### src/rtl/meq_pkg.sv
package meq_pkg;

  localparam logic [1:0] REQ_NOTE  = 2'd0;
  localparam logic [1:0] REQ_CC    = 2'd1;
  localparam logic [1:0] REQ_DRAIN = 2'd2;
  localparam logic [1:0] REQ_NONE  = 2'd3;

  localparam logic [7:0] STAT_NOTE_ON  = 8'h90;
  localparam logic [7:0] STAT_NOTE_OFF = 8'h80;
  localparam logic [7:0] STAT_CC       = 8'hB0;

  typedef struct packed {
    logic [1:0]  req_type;
    logic [7:0]  key_or_controller;
    logic [7:0]  level;
    logic [31:0] start_time;
    logic [31:0] hold_time;
    logic [6:0]  drain_limit;
  } meq_in_t;

  typedef struct packed {
    logic        accepted;
    logic        has_message;
    logic [7:0]  status_byte;
    logic [6:0]  first_data;
    logic [6:0]  second_data;
    logic [31:0] message_time;
    logic        last;
  } meq_out_t;

  typedef struct packed {
    logic [7:0]  status;
    logic [6:0]  data1;
    logic [6:0]  data2;
    logic [31:0] time_q;
  } meq_entry_t;

  typedef struct packed {
    logic hit_nxt;
    logic hit_cur;
  } meq_step_flags_t;

  typedef enum logic [2:0] {
    ST_IDLE,
    ST_NOTE_ON,
    ST_NOTE_OFF,
    ST_CC,
    ST_RD,
    ST_RD_DATA,
    ST_OUT
  } meq_state_t;

endpackage

### src/rtl/meq_step.sv
module meq_step #(
  parameter int SLOTS = 1024,
  parameter int AW    = 10
) (
  input  logic [AW-1:0]            sel_idx,
  input  logic [AW-1:0]            oth_idx,
  output logic [AW-1:0]            nxt_idx,
  output meq_pkg::meq_step_flags_t flags
);
  import meq_pkg::*;

  localparam logic [AW-1:0] LAST_SLOT = AW'(SLOTS - 1);

  // ring increment with wrap at any slot count
  assign nxt_idx       = (sel_idx == LAST_SLOT) ? '0 : sel_idx + AW'(1);
  assign flags.hit_nxt = (nxt_idx == oth_idx);
  assign flags.hit_cur = (sel_idx == oth_idx);

endmodule

### config.mk
export PLATFORM = sky130hd
export DESIGN_NAME = meq_step
export DESIGN_NICKNAME = d
export VERILOG_FILES = /design/src/rtl/meq_pkg.sv /design/src/rtl/meq_step.sv
export SDC_FILE = /design/constraint.sdc
export NUM_CORES = 1
export LEC_CHECK = 0
export ABC_AREA = 1
export ABC_CLOCK_PERIOD_IN_PS = 4530
export BUFFER_PORTS_ARGS = -buffer_cell sky130_fd_sc_hd__buf_4
export CAP_MARGIN = 5
export CORE_AREA = 2 2 39 41
export DETAILED_ROUTE_END_ITERATION = 7
export DIE_AREA = 0 0 41 43
export PLACE_DENSITY = 0.85
export SYNTH_ARGS = -nofsm -noshare
export SYNTH_HDL_FRONTEND = slang
export SYNTH_SLANG_ARGS = --single-unit
### constraint.sdc
create_clock -name vclk -period 4.53
set_input_delay 1.359 -clock vclk [all_inputs]
set_output_delay 1.359 -clock vclk [all_outputs]
set_load 0.02 [all_outputs]
==> results of run 1 <==
-- worst max path at each step --
stage / endpoint / start / slack [ns] / depth (start not counted)
global route: flags[1] / sel_idx[0] / 0.31 / 12
CTS: flags[1] / sel_idx[0] / 0.46 / 12
floorplan: flags[1] / sel_idx[0] / 0.64 / 10
finish: flags[1] / sel_idx[0] / 0.46 / 12
global placement: flags[1] / sel_idx[0] / 0.50 / 12
detailed placement: flags[1] / sel_idx[0] / 0.46 / 12
-- cells in the mapped netlist --
| library cell | number |
|---|---|
| o211ai_1 | 1 |
| ha_1 | 1 |
| nand4_1 | 5 |
| nand3b_1 | 1 |
| nand3_4 | 1 |
| nor2_8 | 1 |
| o21ai_2 | 1 |
| nand3_1 | 11 |
| nand3_2 | 2 |
| nor4_1 | 1 |
| inv_2 | 2 |
| clkinv_1 | 1 |
| xor2_1 | 4 |
| nor2_2 | 1 |
| xor2_2 | 1 |
| or2_2 | 1 |
| nand2_2 | 4 |
| xnor2_1 | 2 |
| nor2_4 | 2 |
| o21ai_1 | 2 |
| inv_1 | 27 |
| nand2_1 | 45 |
| nor2_1 | 11 |
| nor3_1 | 1 |
-- routing by layer --
metal | part of all wire (%) | GRT usage (%) | up-vias
li1 | - | - | 456
met1 | 42 | 26.67 | 381
met2 | 52 | 41.25 | 36
met3 | 6.4 | 0 | 0
met4 | 0 | 0 | 0
met5 | 0 | 0 | -
-- cell usage in the layout (no fill, tap or decap) --
| master | netlist | final |
|---|---|---|
| buf_4 | 0 | 32 |
| clkinv_1 | 1 | 1 |
| ha_1 | 1 | 1 |
| inv_1 | 27 | 27 |
| inv_2 | 2 | 2 |
| nand2_1 | 45 | 45 |
| nand2_2 | 4 | 4 |
| nand3_1 | 11 | 11 |
| nand3_2 | 2 | 2 |
| nand3_4 | 1 | 1 |
| nand3b_1 | 1 | 1 |
| nand4_1 | 5 | 5 |
| nor2_1 | 11 | 11 |
| nor2_2 | 1 | 1 |
| nor2_4 | 2 | 2 |
| nor2_8 | 1 | 1 |
| nor3_1 | 1 | 1 |
| nor4_1 | 1 | 1 |
| o211ai_1 | 1 | 1 |
| o21ai_1 | 2 | 2 |
| o21ai_2 | 1 | 1 |
| or2_2 | 1 | 1 |
| xnor2_1 | 2 | 2 |
| xor2_1 | 4 | 4 |
| xor2_2 | 1 | 1 |
-- layout make-up --
cell class | instances | area share, %
Inverter | 30 | 12.33
Timing Repair Buffer | 32 | 26.30
Tap cell | 16 | 2.192
Multi-Input combinational cell | 99 | 59.18
-- kinds of logic after synthesis --
group,after synthesis,synth area share (%)
fa+ha+maj,1,1.915
simple gates,87,66.28
xor+xnor,7,10.54
compound gates,4,4.024
buf+inv,30,17.24
-- power breakdown --
part	internal, W	total [W]	switching [W]
logic	0.0000361	0.0000839	0.0000478
clock network	0	0	0
registers	0	0	0
total	0.0000361	0.0000839	0.0000478
-- tightest hold or removal path, stage by stage --
cell and delay, ns:
buf_4 0.12, o21ai_2 0.07, buf_4 0.15
-- metrics by stage --
step	total power [W]	util [%]	instances	setup WS (ns)	hold WS, ns
2_1_floorplan	0.00004740	-	129	0.6398	2.807
3_3_place_gp	0.00008218	66.00	177	0.4961	3.040
3_5_place_dp	0.00008378	66.00	177	0.4605	3.050
4_1_cts	0.00008411	66.00	177	0.4567	3.050
5_1_grt	0.00009208	66.00	177	0.3071	3.059
6_report	0.00008387	66.00	177	0.4568	3.053
==> out/results.tsv, run 1 <==
metric	value	unit
Via density	4.932	
fmax	245.5	MHz
FF/Latch Area	0	um^2
Crit path max-delay family	simple AND/OR/NAND/NOR gates	
antenna cells	0	
initial core utilization	47.20	%
slew margin rel.	84.78	%
Buf/Inv on CP	2	
TNS Setup	0	ns
CTS resizes	0	
first-pass GRT wire length	2.780	mm
Iter 0 DRT Violations	11	
Fillers	137	
Cells after Synth	129	
Slew Viols, Final	0	
Unique masters post-synth	24	
All-Layer GR Usage	21.60	%
hold_buf cts	0	
Final setup viols	0	
nets@finish	184	
VDD IR max	0.04786	mV
Synth area leaders	nand2_1 (26%), inv_1 (16%), nand3_1 (8.4%)	
Post-Syn Area	653.1	um^2
top-area cell type share of the netlist area	25.86	%
postcts setup bufs	0	
ANT nets after route	0	
initial antenna violation count	0	
Setup Crit Path Kind	primary input to primary output	
die width	41	um
CP arrival	2.71	ns
RSZ-0062 raised after global routing	no	
gpl congestion	0.7927	
min-delay src	sel_idx[9]	
syn_nets	150	
Leakage Power	0.5624	nW
share of layout cells above drive strength 1	29.81	%
Hold Path Stages	3	
Crit path required time	3.17	ns
pwr/cell area	91.82	nW/um^2
CLK BUF	0	
period utilisation layout	89.92	%
CP max-delay cell	ha_1	
Area Overhead vs Synth	39.85	%
CP Max Fanout	10	
vias in the first global route	706	
Detailed Place HPWL	1.598	mm
drt first pass iters	4	
detailed-route via count	873	
die height	43	um
outcome	finished, final reports clean	
Avg Inst Size Synth	5.063	um^2
# DRC	0	
Min-Delay Endpoint	nxt_idx[9]	
final instance area	913.4	um^2
Seq cells	0	
HP Class	primary input to primary output	
CP cell instances	buf_4, ha_1, nand2_2, nor2_8, nand3_4, nand2_1, nand2_1, nand3_1, nor2_1, nand3_1, nor2_1, buf_4	
Slowest Stage Delay on Critical Path	0.22	ns
Final Critical Period	4.073	ns
Max Cap Viol	0	
share of the yosys chip area belonging to registers	0	%
Final Hold Viols	0	
Port Buffer Count	32	
I/O pins	32	
Setup crit end kind	primary output	
kind of start point of the critical path	primary input	
worst-margin pin slew	0.2262	ns
Core ar.	1384	um^2
Die Area	1763	um^2
DR WL/cell	10.23	um
largest net degree at the start of global routing	11	
Yosys top cell by area	nand2_1	
global route overflow	0	
yosys warns	0	
row count	14	
Placed Area	913.4	um^2
Multi-input gate area	540.5	um^2
total routed wirelength	1.811	mm
No activity file was read; power rests on OpenSTA's default activity.
==> run 2: changes to the inputs <==
Settings changed: ABC_AREA 1 to not set, PLACE_DENSITY 0.85 to 0.83.
==> run 2 against run 1 <==
Compared with the run above: wire length up 0.50%; maximum frequency shrank 6.3%; core utilization fell by 0.99 points; sequential share of layout area did not move; critical path type unchanged; via count fell by 10%; largest power group unchanged.
==> out/results.tsv, run 2 <==
metric	value	unit
Core ar.	1384	um^2
Final Critical Period	4.347	ns
Hold Path Stages	3	
die height	43	um
cell with the most instances after synthesis	xor2_1	
CP arrival	2.99	ns
Yosys top cell by area	xor2_1	
pre-CTS setup slack	0.08737	ns
CP max-delay cell	ha_2	
Most Frequent Cell on Critical Path	buf_4	
Power Total	0.00008842	W
vias in the first global route	715	
nets@finish	142	
Post-Syn Area	638.1	um^2
detailed-route via count	786	
fmax	230.1	MHz
Crit path max-delay family	simple AND/OR/NAND/NOR gates	
share of the yosys chip area belonging to registers	0	%
Unique masters post-synth	42	
Area Overhead vs Synth	40.98	%
Inst Count DP	135	
most frequent cells in the layout	buf_4 (34), xor2_1 (10), nand3_1 (7)	
yosys warns	0	
Fillers	124	
Finished Layout Cells	135	
syn_nets	112	
initial core utilization	46.11	%
Final Hold Viols	0	
postcts setup bufs	0	
Iter 0 DRT Violations	31	
Cells after Synth	91	
Avg Inst Size Synth	7.012	um^2
Levels on crit path	8	
setup slack after layout	0.1832	ns
top-area cell type share of the netlist area	13.73	%
hold_buf cts	0	
Final Core Density	65.01	%
slew margin rel.	72.11	%
Die Area	1763	um^2
total routed wirelength	1.820	mm
Slowest Stage Delay on Critical Path	0.29	ns
TNS Setup	0	ns
VDD IR max	0.05219	mV
Crit path required time	3.17	ns
Seq cells	0	
outcome	finished, final reports clean	
global route overflow	0	
Slew Viols, Final	0	
largest net degree at the start of global routing	10	
worst-margin pin slew	0.4145	ns
CLK BUF	0	
Final setup viols	0	
drt first pass iters	4	
most common cell after layout, fill and taps aside	buf_4	
FF/Latch Area	0	um^2
row count	14	
# DRC	0	
DR WL/cell	13.48	um
commonest cells in the synthesized netlist	xor2_1 (10), nand3_1 (7)	
Via density	5.822	
RSZ-0062 raised after global routing	no	
Leakage Power	0.4008	nW
first-pass GRT wire length	2.877	mm
CP Max Fanout	7	
share of layout cells above drive strength 1	35.29	%
die width	41	um
pwr/cell area	98.29	nW/um^2
Setup crit end kind	primary output	
CTS resizes	0	
Detailed Place HPWL	1.520	mm
All-Layer GR Usage	22.08	%
antenna cells	0	
Max Cap Viol	0	
Setup Crit Path Kind	primary input to primary output	
HP Class	primary input to primary output	
Synth area leaders	xor2_1 (14%), xnor2_1 (6.9%), nand3_1 (5.5%)	
period utilisation layout	95.96	%
I/O pins	32	
initial antenna violation count	0	
kind of start point of the critical path	primary input	
Port Buffer Count	32	
gpl congestion	0.8625	
ANT nets after route	0	
CP cell instances	buf_4, ha_2, nor4b_2, a31oi_1, or2_2, a22o_1, nor4_2, buf_4	
Buf/Inv on CP	2	
-- run 2: cell type report --
| class | count | area, um^2 | share of cell area (%) |
|---|---|---|---|
| inverters | 4 | 15.01 | 1.669 |
| multi-input cells | 81 | 609.3 | 67.73 |
| well taps | 16 | 20.02 | 2.225 |
| repair buffers | 34 | 255.2 | 28.37 |
-- run 2: routing by layer --
layer  part of all wire [%]  track usage [%]  up-vias
met2                     55            40.63       26
met5                      0                0        -
met3                    3.5                0        0
met1                     42            28.48      363
li1                       -                -      397
met4                      0           0.6667        0
-- run 2: logic make-up after synthesis --
group / synth area share, %
xor+xnor: 20.59
buf+inv: 6.861
compound gates: 23.92
simple gates: 43.34
mux: 3.333
fa+ha+maj: 1.960
-- run 2: report_power, final --
| group | leakage, nW | internal [W] | switching [W] | total [W] |
|---|---|---|---|---|
| clock | 0 | 0 | 0 | 0 |
| sequential | 0 | 0 | 0 | 0 |
| combinational | 0.401 | 0.0000410 | 0.0000474 | 0.0000884 |
| total | 0.401 | 0.0000410 | 0.0000474 | 0.0000884 |
-- run 2: final timing paths --
path  slack, ns  startpoint         end
max        0.18  sel_idx[1]    flags[1]
min        3.05  sel_idx[6]  nxt_idx[6]
-- run 2: stage by stage --
stage	hold slack [ns]	cell area [um^2]
finish	3.052	899.6
global route	3.085	899.6
CTS	3.054	884.6
detailed placement	3.055	884.6
global placement	3.056	884.6
floorplan	2.860	638.1
-- run 2: tightest hold or removal path, cell delays in order --
cell,delay [ns]
buf_4,0.12
xnor2_1,0.07
buf_4,0.15
